**src/sv/gpe_pkg.sv**
```systemverilog
// ----------------------------------------------------------------------------
// gpe_pkg: shared types and constants for the GPIO port with edge interrupts
// Command and register codes, the request and response structures and the
// default pin count.
// ----------------------------------------------------------------------------
package gpe_pkg;

  // default number of pins, at most 16
  localparam int NUM_PINS_DEF = 16;
  localparam int MAX_PINS     = 16;

  // field widths of the request and response
  localparam int CMD_W   = 2;
  localparam int IDX_W   = 4;
  localparam int DATA_W  = 32;
  localparam int PINS_W  = 16;
  localparam int NIB_W   = 4;

  // request commands; the spare code behaves as sample only
  typedef enum logic [CMD_W-1:0] {
    CMD_SAMPLE = 2'd0,
    CMD_READ   = 2'd1,
    CMD_WRITE  = 2'd2
  } cmd_t;

  // register map
  typedef enum logic [IDX_W-1:0] {
    REG_MODE_LO = 4'd0,
    REG_MODE_HI = 4'd1,
    REG_INPUT   = 4'd2,
    REG_OUTPUT  = 4'd3,
    REG_SET     = 4'd4,
    REG_CLEAR   = 4'd5,
    REG_INTEN   = 4'd6,
    REG_RISE    = 4'd7,
    REG_FALL    = 4'd8,
    REG_PENDING = 4'd9
  } reg_idx_t;

  // one request: pin sample plus optional register access
  typedef struct packed {
    logic [CMD_W-1:0]  cmd;
    logic [IDX_W-1:0]  reg_index;
    logic [DATA_W-1:0] wdata;
    logic [PINS_W-1:0] pins_in;
  } req_t;

  // one response
  typedef struct packed {
    logic [DATA_W-1:0] rdata;
    logic [PINS_W-1:0] pin_drive;
    logic [PINS_W-1:0] pin_output_enable;
    logic [PINS_W-1:0] irq_lines;
    logic              irq_any;
  } rsp_t;

endpackage

```
**src/sv/gpe_if.sv**
```systemverilog
// ----------------------------------------------------------------------------
// gpe_if: request and response channels of the GPIO port
// Valid/ready channels carrying the request and response payloads.
// ----------------------------------------------------------------------------
interface gpe_in_if;
  logic                      valid;
  logic                      ready;
  logic [gpe_pkg::CMD_W-1:0]  cmd;
  logic [gpe_pkg::IDX_W-1:0]  reg_index;
  logic [gpe_pkg::DATA_W-1:0] wdata;
  logic [gpe_pkg::PINS_W-1:0] pins_in;

  modport source (output valid, cmd, reg_index, wdata, pins_in, input ready);
  modport sink   (input valid, cmd, reg_index, wdata, pins_in, output ready);
endinterface

interface gpe_out_if;
  logic                      valid;
  logic                      ready;
  logic [gpe_pkg::DATA_W-1:0] rdata;
  logic [gpe_pkg::PINS_W-1:0] pin_drive;
  logic [gpe_pkg::PINS_W-1:0] pin_output_enable;
  logic [gpe_pkg::PINS_W-1:0] irq_lines;
  logic                      irq_any;

  modport source (output valid, rdata, pin_drive, pin_output_enable, irq_lines, irq_any,
                  input ready);
  modport sink   (input valid, rdata, pin_drive, pin_output_enable, irq_lines, irq_any,
                  output ready);
endinterface

```
**src/sv/gpio_port_with_edge_interrupts_core.sv**
```systemverilog
// ----------------------------------------------------------------------------
// gpio_port_with_edge_interrupts_core: 16-pin GPIO port with edge interrupts
// Request/response wrapper around the port register file.
// ----------------------------------------------------------------------------
// Usage
//   in_bus carries one request per transfer: the pad levels to sample and an
//   optional register read or write (cmd, reg_index, wdata). out_bus returns
//   exactly one response per request, in order: read data (zero unless a
//   read), output drive, output enables, masked interrupt lines and their OR.
//   A request is registered on acceptance and passes through the register
//   file once the response register is free; there its response is
//   registered and out_bus valid rises. One request can be accepted
//   every cycle while out_bus is not stalled; the limit is the single
//   pass through the register file.
//   Reset clears all port registers to zero (all pins analog input, nothing
//   pending) and empties both stages. When the receiver stalls the response
//   register holds, the request stage keeps one more request, and in_bus
//   ready then drops until out_bus moves again. Pin sampling and edge
//   detection happen only for accepted requests, in order.
// ----------------------------------------------------------------------------
module gpio_port_with_edge_interrupts_core #(
  parameter int NUM_PINS = gpe_pkg::NUM_PINS_DEF
) (
  input  logic             clk,
  input  logic             rst_n,
  gpe_in_if.sink           in_bus,
  gpe_out_if.source        out_bus
);
  import gpe_pkg::*;

  logic s1_valid_r;
  req_t s1_req_r;
  logic out_valid_r;
  rsp_t out_rsp_r;
  rsp_t rsp;
  logic advance;
  logic in_take;

  // handshake: stage one moves on when the response register is free
  assign advance      = s1_valid_r && (!out_valid_r || out_bus.ready);
  assign in_bus.ready = !s1_valid_r || advance;
  assign in_take      = in_bus.valid && in_bus.ready;

  // request stage
  always_ff @(posedge clk) begin
    if (!rst_n) begin
      s1_valid_r <= 1'b0;
    end else if (in_bus.ready) begin
      s1_valid_r <= in_bus.valid;
    end
  end

  always_ff @(posedge clk) begin
    if (in_take) begin
      s1_req_r.cmd       <= in_bus.cmd;
      s1_req_r.reg_index <= in_bus.reg_index;
      s1_req_r.wdata     <= in_bus.wdata;
      s1_req_r.pins_in   <= in_bus.pins_in;
    end
  end

  // register file and edge logic
  gpe_regs #(
    .NUM_PINS (NUM_PINS)
  ) u_regs (
    .clk   (clk),
    .rst_n (rst_n),
    .upd   (advance),
    .req   (s1_req_r),
    .rsp   (rsp)
  );

  // response register
  always_ff @(posedge clk) begin
    if (!rst_n) begin
      out_valid_r <= 1'b0;
    end else if (advance) begin
      out_valid_r <= 1'b1;
    end else if (out_bus.ready) begin
      out_valid_r <= 1'b0;
    end
  end

  always_ff @(posedge clk) begin
    if (advance) begin
      out_rsp_r <= rsp;
    end
  end

  assign out_bus.valid             = out_valid_r;
  assign out_bus.rdata             = out_rsp_r.rdata;
  assign out_bus.pin_drive         = out_rsp_r.pin_drive;
  assign out_bus.pin_output_enable = out_rsp_r.pin_output_enable;
  assign out_bus.irq_lines         = out_rsp_r.irq_lines;
  assign out_bus.irq_any           = out_rsp_r.irq_any;

  // checks
  a_advance_shows: assert property (@(posedge clk) disable iff (!rst_n)
    advance |=> out_valid_r)
    else $error("processed request produced no response");

  a_drain: assert property (@(posedge clk) disable iff (!rst_n)
    out_valid_r && out_bus.ready && !advance |=> !out_valid_r)
    else $error("response repeated after it was taken");

  a_stage_hold: assert property (@(posedge clk) disable iff (!rst_n)
    s1_valid_r && !advance |=> s1_valid_r && $stable(s1_req_r))
    else $error("waiting request lost or changed");

endmodule

```
**src/sv/gpe_regs.sv**
```systemverilog
// ----------------------------------------------------------------------------
// gpe_regs: register file and edge detector of the GPIO port
// Holds the port state, detects enabled edges against the previous sample,
// performs the register access and forms the response for one request.
// ----------------------------------------------------------------------------
module gpe_regs #(
  parameter int NUM_PINS = gpe_pkg::NUM_PINS_DEF
) (
  input  logic          clk,
  input  logic          rst_n,
  input  logic          upd,
  input  gpe_pkg::req_t req,
  output gpe_pkg::rsp_t rsp
);
  import gpe_pkg::*;

  localparam int MODE_W = NUM_PINS * NIB_W;

  logic [MODE_W-1:0]   mode_r, mode_nxt;
  logic [NUM_PINS-1:0] out_r, out_nxt;
  logic [NUM_PINS-1:0] in_stat_r;
  logic [NUM_PINS-1:0] inten_r, inten_nxt;
  logic [NUM_PINS-1:0] rise_r, rise_nxt;
  logic [NUM_PINS-1:0] fall_r, fall_nxt;
  logic [NUM_PINS-1:0] pend_r, pend_nxt;

  logic [NUM_PINS-1:0] pins;
  logic [NUM_PINS-1:0] wbits;
  logic [NUM_PINS-1:0] edges;
  logic [NUM_PINS-1:0] oe;
  logic [NUM_PINS-1:0] lines;
  logic [2*DATA_W-1:0] mode_wide;
  logic [2*DATA_W-1:0] mode_wr;
  logic [DATA_W-1:0]   rdata;
  logic                is_rd, is_wr;

  // edge detection against the previous sample
  assign pins  = req.pins_in[NUM_PINS-1:0];
  assign wbits = req.wdata[NUM_PINS-1:0];
  assign edges = (~in_stat_r & pins & rise_r) | (in_stat_r & ~pins & fall_r);
  assign is_rd = (req.cmd == CMD_READ);
  assign is_wr = (req.cmd == CMD_WRITE);
  assign mode_wide = (2*DATA_W)'(mode_r);

  // register read
  always_comb begin
    rdata = '0;
    if (is_rd) begin
      case (req.reg_index)
        REG_MODE_LO: rdata = mode_wide[DATA_W-1:0];
        REG_MODE_HI: rdata = mode_wide[2*DATA_W-1:DATA_W];
        REG_INPUT:   rdata = DATA_W'(pins);
        REG_OUTPUT:  rdata = DATA_W'(out_r);
        REG_INTEN:   rdata = DATA_W'(inten_r);
        REG_RISE:    rdata = DATA_W'(rise_r);
        REG_FALL:    rdata = DATA_W'(fall_r);
        REG_PENDING: rdata = DATA_W'(pend_r | edges);
        default:     rdata = '0;
      endcase
    end
  end

  // register write and pending update; a new edge wins over a clear
  always_comb begin
    mode_wr   = mode_wide;
    out_nxt   = out_r;
    inten_nxt = inten_r;
    rise_nxt  = rise_r;
    fall_nxt  = fall_r;
    pend_nxt  = pend_r;
    if (is_wr) begin
      case (req.reg_index)
        REG_MODE_LO: mode_wr = {mode_wide[2*DATA_W-1:DATA_W], req.wdata};
        REG_MODE_HI: mode_wr = {req.wdata, mode_wide[DATA_W-1:0]};
        REG_OUTPUT:  out_nxt = wbits;
        REG_SET:     out_nxt = out_r | wbits;
        REG_CLEAR:   out_nxt = out_r & ~wbits;
        REG_INTEN:   inten_nxt = wbits;
        REG_RISE:    rise_nxt = wbits;
        REG_FALL:    fall_nxt = wbits;
        REG_PENDING: pend_nxt = pend_r & ~wbits;
        default:     pend_nxt = pend_r;
      endcase
    end
    pend_nxt = pend_nxt | edges;
    mode_nxt = mode_wr[MODE_W-1:0];
  end

  // output enables from the mode nibbles
  always_comb begin
    for (int i = 0; i < NUM_PINS; i++) begin
      oe[i] = |mode_nxt[i*NIB_W +: 2];
    end
  end

  assign lines = pend_nxt & inten_nxt;

  // response: drive, enables and interrupt lines after this request's updates
  always_comb begin
    rsp.rdata             = rdata;
    rsp.pin_drive         = PINS_W'(out_nxt);
    rsp.pin_output_enable = PINS_W'(oe);
    rsp.irq_lines         = PINS_W'(lines);
    rsp.irq_any           = |lines;
  end

  // state registers
  always_ff @(posedge clk) begin
    if (!rst_n) begin
      mode_r    <= '0;
      out_r     <= '0;
      in_stat_r <= '0;
      inten_r   <= '0;
      rise_r    <= '0;
      fall_r    <= '0;
      pend_r    <= '0;
    end else if (upd) begin
      mode_r    <= mode_nxt;
      out_r     <= out_nxt;
      in_stat_r <= pins;
      inten_r   <= inten_nxt;
      rise_r    <= rise_nxt;
      fall_r    <= fall_nxt;
      pend_r    <= pend_nxt;
    end
  end

  // checks
  a_sample_taken: assert property (@(posedge clk) disable iff (!rst_n)
    upd |=> in_stat_r == $past(pins))
    else $error("input status does not hold the last sample");

  a_pend_cause: assert property (@(posedge clk) disable iff (!rst_n)
    upd |=> (pend_r & ~$past(pend_r) & ~($past(rise_r) | $past(fall_r))) == '0)
    else $error("pending bit set on a pin with no edge enable");

  a_hold_idle: assert property (@(posedge clk) disable iff (!rst_n)
    !upd |=> $stable(pend_r) && $stable(out_r) && $stable(in_stat_r))
    else $error("state changed without a request");

endmodule
```
**src/flat_wrapper.sv**
```systemverilog
// flat-port wrapper written by rule: the top's interface ports become plain ports
module gpio_port_with_edge_interrupts_core_flat import gpe_pkg::*;
#(
  parameter int NUM_PINS = gpe_pkg::NUM_PINS_DEF
)
  (clk, rst_n, in_bus_valid, in_bus_cmd, in_bus_reg_index, in_bus_wdata, in_bus_pins_in, in_bus_ready, out_bus_valid, out_bus_rdata, out_bus_pin_drive, out_bus_pin_output_enable, out_bus_irq_lines, out_bus_irq_any, out_bus_ready);
  gpe_in_if in_bus_i ();
  gpe_out_if out_bus_i ();
  input  logic clk;
  input  logic rst_n;
  input wire logic [$bits(in_bus_i.valid)-1:0] in_bus_valid;
  input wire logic [$bits(in_bus_i.cmd)-1:0] in_bus_cmd;
  input wire logic [$bits(in_bus_i.reg_index)-1:0] in_bus_reg_index;
  input wire logic [$bits(in_bus_i.wdata)-1:0] in_bus_wdata;
  input wire logic [$bits(in_bus_i.pins_in)-1:0] in_bus_pins_in;
  output wire logic [$bits(in_bus_i.ready)-1:0] in_bus_ready;
  output wire logic [$bits(out_bus_i.valid)-1:0] out_bus_valid;
  output wire logic [$bits(out_bus_i.rdata)-1:0] out_bus_rdata;
  output wire logic [$bits(out_bus_i.pin_drive)-1:0] out_bus_pin_drive;
  output wire logic [$bits(out_bus_i.pin_output_enable)-1:0] out_bus_pin_output_enable;
  output wire logic [$bits(out_bus_i.irq_lines)-1:0] out_bus_irq_lines;
  output wire logic [$bits(out_bus_i.irq_any)-1:0] out_bus_irq_any;
  input wire logic [$bits(out_bus_i.ready)-1:0] out_bus_ready;
  assign in_bus_i.valid = in_bus_valid;
  assign in_bus_i.cmd = in_bus_cmd;
  assign in_bus_i.reg_index = in_bus_reg_index;
  assign in_bus_i.wdata = in_bus_wdata;
  assign in_bus_i.pins_in = in_bus_pins_in;
  assign in_bus_ready = in_bus_i.ready;
  assign out_bus_valid = out_bus_i.valid;
  assign out_bus_rdata = out_bus_i.rdata;
  assign out_bus_pin_drive = out_bus_i.pin_drive;
  assign out_bus_pin_output_enable = out_bus_i.pin_output_enable;
  assign out_bus_irq_lines = out_bus_i.irq_lines;
  assign out_bus_irq_any = out_bus_i.irq_any;
  assign out_bus_i.ready = out_bus_ready;
  gpio_port_with_edge_interrupts_core #(.NUM_PINS(NUM_PINS)) u_core (.clk(clk), .rst_n(rst_n), .in_bus(in_bus_i), .out_bus(out_bus_i));
endmodule
```
**config.mk**
```make
export PLATFORM = sky130hd
export DESIGN_NAME = gpio_port_with_edge_interrupts_core_flat
export DESIGN_NICKNAME = d
export VERILOG_FILES = /design/src/sv/gpe_pkg.sv /design/src/sv/gpe_if.sv /design/src/sv/gpio_port_with_edge_interrupts_core.sv /design/src/sv/gpe_regs.sv /design/src/flat_wrapper.sv
export SDC_FILE = /design/constraint.sdc
export NUM_CORES = 1
export LEC_CHECK = 0
export ABC_AREA = 0
export BUFFER_PORTS_ARGS = -buffer_cell sky130_fd_sc_hd__buf_4
export CAP_MARGIN = 5
export CORE_ASPECT_RATIO = 0.9
export CORE_MARGIN = 5
export CORE_UTILIZATION = 45
export DETAILED_ROUTE_END_ITERATION = 6
export PLACE_DENSITY_LB_ADDON = 0.1
export SETUP_SLACK_MARGIN = 0.1
export SYNTH_ARGS = -nofsm -noshare
export SYNTH_HDL_FRONTEND = slang
export SYNTH_SLANG_ARGS = --single-unit
```
**constraint.sdc**
```tcl
create_clock -name clk -period 2.7 [get_ports clk]
set_input_delay 0.27 -clock clk [delete_from_list [all_inputs] [get_ports clk]]
set_output_delay 0.27 -clock clk [all_outputs]
set_load 0.02 [all_outputs]
```
# --- Word level (Yosys, flattened, before mapping) ---
# Index checks and enable logic that the tools add are counted.
totals:
  register_bits: 297
  word_cells: 87
  output_inout_bits: 83
  inputBits: 58
classes:
  n_reduce_logical: 29
  eq_ne: 11
  mux: 11
  bitwise: 16
ops:
  columns: ["operator", "count"]
  rows:
  - ["one-hot mux 32 bit (8 select lines)", 1]
  - ["one-hot mux 64 bit (2 select lines)", 1]
  - ["AND 16 bit", 7]
  - ["two-way mux 16 bit", 5]
  - ["OR 16 bit", 4]
  - ["two-way mux 62 bit", 1]
  - ["NOT 16 bit", 3]
  - ["one-hot mux 16 bit (3 select lines)", 1]
  - ["OR reduction 2 bit", 16]
  - ["== test 4 x 3 -> 1 bit, second input constant", 4]
  - ["OR reduction 16 bit", 1]
  - ["== test 4 x 2 -> 1 bit, second input constant", 2]
  - ["== test 4 bit, second input constant", 2]
  - ["AND reduction 4 bit", 2]
  - ["AND reduction 3 bit", 2]
  - ["== test 4 x 1 -> 1 bit, second input constant", 1]
  - ["logical NOT 4 bit", 1]
  - ["== test 2 x 1 -> 1 bit, second input constant", 1]
  - ["== test 2 bit, second input constant", 1]
  - ["logical AND 1 bit", 2]
  - ["logical NOT 1 bit", 2]
  - ["logical OR 1 bit", 2]
  - ["two-way mux 1 bit", 2]
  - ["NOT 1 bit", 2]
  - ["nonzero test 2 bit", 1]

# --- Longest topological paths before layout ---
depth:
  depth_word: 7
  ltp_mapped: 8
  mapped_depth_nobuf: 6

# --- Modules after synthesis ---
# A second synthesis with hierarchy kept.
unflattened:
  cells_unflattened: 1150
  area_unflattened_um2: 12654.6
by_module_without_submodules:
  columns: ["module", "seq_area_each_um2", "n_inst", "cells_per_inst", "area_per_inst_um2"]
  rows:
  - ["gpe_regs", 3203.1, 1, 1006, 8496.9]
  - ["gpio_port_with_edge_interrupts_core", 4093.9, 1, 144, 4157.7]

# --- Least setup slack after synthesis ---
# OpenSTA, ideal clock, no wires.
synth_timing:
  path_type: "register to register"
  from: "register u_core.out_valid_r, in the netlist u_core.out_bus.valid"
  to: "register u_core.out_rsp_r, in the netlist u_core.out_bus.irq_any (enable)"
  t_required_ps: 2294
  setup_ps: 406
  arrival_ps: 2401
  path_stages_with_launch: 8
  period_less_slack_ps: 2806
  n_path_buf: 4
  path_slack_ps: -106
  cell_sequence: "dfxtp_1 -> nor2b_1 -> nand2b_1 -> buf_2 -> inv_2 -> buf_2 -> buf_2 -> buf_2"
synth_via:
  elab_chain_cells: 3
synth_lines:
  columns: ["element", "line_no", "text"]
  rows:
  - ["start: declaration", "gpio_port_with_edge_interrupts_core.sv:33", "logic out_valid_r;"]
  - ["start signal: assignment", "gpio_port_with_edge_interrupts_core.sv:76", "out_valid_r <= 1'b0;"]
  - ["start signal: assignment", "gpio_port_with_edge_interrupts_core.sv:78", "out_valid_r <= 1'b1;"]
  - ["start signal: assignment", "gpio_port_with_edge_interrupts_core.sv:80", "out_valid_r <= 1'b0;"]
  - ["logical NOT 1 bit", "gpio_port_with_edge_interrupts_core.sv:40", "assign advance = s1_valid_r && (!out_valid_r || out_bus.ready);"]
  - ["logical OR 1 bit", "gpio_port_with_edge_interrupts_core.sv:40", null]
  - ["logical AND 1 bit", "gpio_port_with_edge_interrupts_core.sv:40", null]
  - ["via u_core.advance", "gpio_port_with_edge_interrupts_core.sv:36", "logic advance;"]
  - ["end signal: assignment", "gpio_port_with_edge_interrupts_core.sv:86", "out_rsp_r <= rsp;"]
  - ["end: declaration", "gpio_port_with_edge_interrupts_core.sv:34", "rsp_t out_rsp_r;"]
# The timed path passes the listed nets, and every way through them passes these cells.
# A chain may end at the register's enable or synchronous reset.

==> impl_summary.md <==
Synthesis
The number of synthesis warnings is 0. Ranked by instance count, the synthesized netlist is headed by 217 x sky130_fd_sc_hd__nand2_1, 162 x sky130_fd_sc_hd__dfxtp_1, 135 x sky130_fd_sc_hd__edfxtp_1. In the post-synthesis netlist, the biggest area contributors are sky130_fd_sc_hd__edfxtp_1 32%, sky130_fd_sc_hd__dfxtp_1 26%, sky130_fd_sc_hd__nand2_1 6.4%, sky130_fd_sc_hd__a21boi_1 3.4%, sky130_fd_sc_hd__mux2i_1 3.0%. Summing every instance area after synthesis gives between 10,000 and 15,000 µm². Synthesis instantiated between 50 and 60 different standard cells from the library. The cell count after synthesis came out at about 1,200. Counting flops with an async set or reset pin after synthesis yields a share of 0%.

The dominant cell type by area after synthesis is sky130_fd_sc_hd__edfxtp_1. The most common cell in the synthesized netlist is sky130_fd_sc_hd__nand2_1. The sequential share of the synthesized area is approximately 58%. The register bit total from synthesis is between 200 and 300.

Counting every net in the synthesized netlist gives roughly 1,300. For this run, the leading register cell type out of synthesis is sky130_fd_sc_hd__dfxtp_1. The number of flops mapped to enable cells by yosys is ~140. A synthesized cell averages 10.5 µm². The share of Yosys cell area claimed by the top area cell type is between 30% and 40%.

Power
Across the VDD grid, the largest voltage drop is 447 µV. Summed over all cells, the static leakage comes to about 0.0058 µW. The share of power burned in registers is between 50% and 60%. The internal power of the cells totals about 7400 µW. Net switching is between 20% and 30% of the power.

The clock network fraction of design power is 41.6%. In this run the power density over the cells is around 600 nW/µm². Combinational logic is responsible for 6.9% of the overall power. In this run the power spent charging and discharging nets is 2210 µW.

Floorplan
The total number of placement rows is just under 60. The die span in x is 187 µm. The area of the placeable core is approximately 28,000 µm². The I/O pin total is 141. The floorplan step defined a die boundary enclosing 31,600 µm². The die outline height is approximately 170 µm. The initial utilization of the core area, before any placement, comes to a little under half.

Clocking
For this design, the sink count on the clock tree is between 200 and 300. After clock tree synthesis, the setup repair step added 0 buffers. The level count of the clock H-tree is 1. The buffer levels on the longest clock path is 3. The master cell of the clock root buffer is sky130_fd_sc_hd__clkbuf_16. The clock latency at the later pin of the worst-skew pair is 0.56 ns. TritonCTS built the clock tree. In this run, CTS created clock tree buffers numbering 31. The clock-pin slew reported for the worst setup and hold paths after clock tree synthesis is 0.06 ns.

Timing
The final total negative setup slack is 0 ns. The worst path meets setup with roughly 0.15 ns of slack. The number of endpoints failing setup at the final stage is 0. Hold is met by ~0.17 ns. The worst clock skew is ~0.019 ns. The number of slew-limit violations in the final report was 0. Setup repair after global routing could not meet its margin everywhere. The remaining max-slew budget at the tightest pin is 32.1%.

The count of final hold-check violations is 0. At the pin with the least slew margin, the transition time is approximately 1 ns. The post-route minimum period is between 2 and 3 ns. The peak clock frequency supported by timing is slightly below 0.4 GHz. The post-route fraction of the period consumed by the critical path is about 95%.

Place
Including well taps, the total number of placed cells is roughly 1,700. The count of buffers inserted at the top-level ports is 140. The weighted congestion at the end of routability-driven global placement is around 0.92. Once detailed placement completed, the half-perimeter wirelength came to between 20 and 25 mm. The post-placement worst setup slack is between 0.15 and 0.2 ns.

Routing
The met2 layer wire length in the routed design is around 18 mm. The detailed-route vias per instance is around 5.7. In the final routed layout, each cell accounts on average for ~21 µm. The wire length after detailed routing is around 38 mm.

Summed over all nets, wire length on met3 after detailed routing comes to roughly 2.1 mm. The number of violations reported at the end of detailed-routing iteration 0 is 847. The highest layer touched by signal routing is met4. The number of routed nets with antenna violations is 0. The routed layout has 10,092 vias.

The number of optimization iterations in the first detailed-route pass is 7. For this block, wires on met1 add up to 16.6 mm. For this run, design rule violations remaining after detail routing come to 0.

Hold path
The worst min-delay path startpoint is out_bus_ready. The instance count along the most critical hold path is 4. The class of the tightest hold or removal check is in -> reg.

Final layout
The utilization after layout is a little under three fifths. The post-route netlist has 20.2% of its cells at a drive strength greater than 1. 0 antenna diodes ended up in the layout. The signed area change from the synthesized netlist to the final layout is 24.6%. The filler cells instantiated in the layout total 2,389. The net count of the finished layout is about 1,400.

The number of standard cells in the layout, taps in and fillers out is roughly 1,800.

Outcome
The flow ran to the end, and the final reports show no timing, DRC or antenna violations.

Setup path
Along the worst path, the maximum fanout reaches 17. The launching instance or port of the critical path is u_core.s1_req_r[51]$_DFFE_PP_. The worst setup path is launched from a register. The worst register-to-register path begins at u_core.s1_req_r[51]$_DFFE_PP_.

In this run the register-to-register setup slack is between 0.1 and 0.15 ns. At the worst endpoint, the required time is 2.98 ns. The type of destination of the critical path is a register. In this run the worst setup path terminates at u_core.out_bus.irq_any$_DFFE_PP_. The number of cells on the worst reg-to-reg path is 5. STA puts the critical path data arrival time at 2.83 ns.

The worst setup path is of the reg -> reg kind. The worst flop-to-flop path endpoint is u_core.out_bus.irq_any$_DFFE_PP_.

Flow run
The number of violations of the max-capacitance limit is 0.

Global routing
The number of global-route vias before repair is between 10,000 and 15,000. The total congestion overflow is 0. The first-pass GRT wire length is 58.4 mm. The largest net degree at the start of global routing is 85.

The overall track demand over capacity in global routing is 23.2%. The initial antenna violation count came to 0.
## cells in the final DEF (no fill, tap or decap), types with 4 or more instances in the layout
cell type and n:
sky130_fd_sc_hd__clkinv_2 12, sky130_fd_sc_hd__inv_1 22, sky130_fd_sc_hd__or3_1 16, sky130_fd_sc_hd__buf_4 196
sky130_fd_sc_hd__nor2_1 24, sky130_fd_sc_hd__a21boi_1 58, sky130_fd_sc_hd__nand2b_1 4, sky130_fd_sc_hd__o21ai_0 74
sky130_fd_sc_hd__o211ai_1 16, sky130_fd_sc_hd__nor2b_1 51, sky130_fd_sc_hd__a22o_1 16, sky130_fd_sc_hd__edfxtp_1 135
sky130_fd_sc_hd__a31oi_1 42, sky130_fd_sc_hd__mux2i_1 38, sky130_fd_sc_hd__a222oi_1 16, sky130_fd_sc_hd__nand3_1 18
sky130_fd_sc_hd__buf_12 6, sky130_fd_sc_hd__a21oi_1 33, sky130_fd_sc_hd__a221oi_1 16, sky130_fd_sc_hd__clkbuf_16 31
sky130_fd_sc_hd__clkbuf_1 11, sky130_fd_sc_hd__dlygate4sd3_1 55, sky130_fd_sc_hd__nand2_1 217, sky130_fd_sc_hd__a21boi_0 44
sky130_fd_sc_hd__a22oi_1 22, sky130_fd_sc_hd__nand3b_1 26, sky130_fd_sc_hd__dfxtp_1 162, sky130_fd_sc_hd__o221a_2 15
## critical path: stages (launching register included)
cell,delay (ns)
sky130_fd_sc_hd__edfxtp_1,0.55
sky130_fd_sc_hd__nand4bb_4,0.47
sky130_fd_sc_hd__or3_1,0.40
sky130_fd_sc_hd__o221a_2,0.14
sky130_fd_sc_hd__nor4_1,0.55
sky130_fd_sc_hd__nand4_1,0.16
## per-stage QoR
stage / area [µm²] / power [µW]
floorplan: 12700 / 5320
global placement: 14300 / 5640
detailed placement: 14300 / 5640
CTS: 15800 / 9690
global route: 15800 / 9940
finish: 15800 / 9600
## layer usage
layer  vias to the layer above  global-route usage (%)
li1                       4748                       -
met1                      4895                    31.6
met2                       376                    38.6
met3                        73                    3.74
met4                         0                    7.59
met5                         -                       0
## repair_timing
item / CTS / global route
resized for setup: 0 / 2
endpoints found under the setup margin: 0 / 2
hold buffers: 55 / 0
endpoints found under the hold margin: 55 / 0
## area by class of cell
cell class	instances	area (µm²)	area share (%)
flip-flops and latches	297	7300	46.2
multi-input cells	779	4850	30.8
clock buffers	44	845	5.35
clock inverters	14	98.8	0.626
repair buffers	257	2140	13.6
well taps	360	450	2.85
inverters	23	91.3	0.579
## logic make-up after synthesis
| family | Yosys count | synth area share, % |
|---|---|---|
| buffers and inverters | 126 | 4.25 |
| multiplexers | 38 | 3.00 |
| AO/OA/AOI/OAI | 355 | 19.7 |
| flip-flops | 297 | 57.6 |
| XOR/XNOR | 1 | 0.0691 |
| AND/OR/NAND/NOR | 385 | 15.4 |
## power by group through the flow
stage / Clock [µW] / Sequential, µW / Combinational (µW)
after floorplan: 0 / 5040 / 283
after global placement: 0 / 5050 / 591
after detailed placement: 0 / 5050 / 594
after CTS: 4070 / 4950 / 660
after global routing: 4280 / 4960 / 704
final: 3990 / 4950 / 658
## sequential cells by signal (all words and copies together), names as in the netlist
register and count:
u_core.out_bus.pin_output_enable 16, u_core.u_regs.in_stat_r 16, u_core.u_regs.fall_r 16, u_core.u_regs.inten_r 16, u_core.u_regs.mode_r 64, u_core.out_bus.irq_any 1, u_core.out_bus.pin_drive 16, u_core.out_bus.valid 1
u_core.out_bus.irq_lines 16, u_core.u_regs.out_r 16, u_core.u_regs.pend_r 16, u_core.s1_valid_r 1, u_core.u_regs.rise_r 16, u_core.out_bus.rdata 32, u_core.s1_req_r 54
## how the worst min path moves through the flow
stage                                            endpoint  slack (ns)
global route            u_core.out_bus.valid$_SDFFE_PN0P_        0.18
detailed placement  u_core.u_regs.mode_r[58]$_SDFFE_PN0P_        0.45
finish                  u_core.out_bus.valid$_SDFFE_PN0P_        0.17
global placement    u_core.u_regs.mode_r[27]$_SDFFE_PN0P_        0.44
CTS                     u_core.out_bus.valid$_SDFFE_PN0P_        0.16
floorplan                    u_core.s1_req_r[0]$_DFFE_PP_        0.37
(Power assumes the default switching activity.)
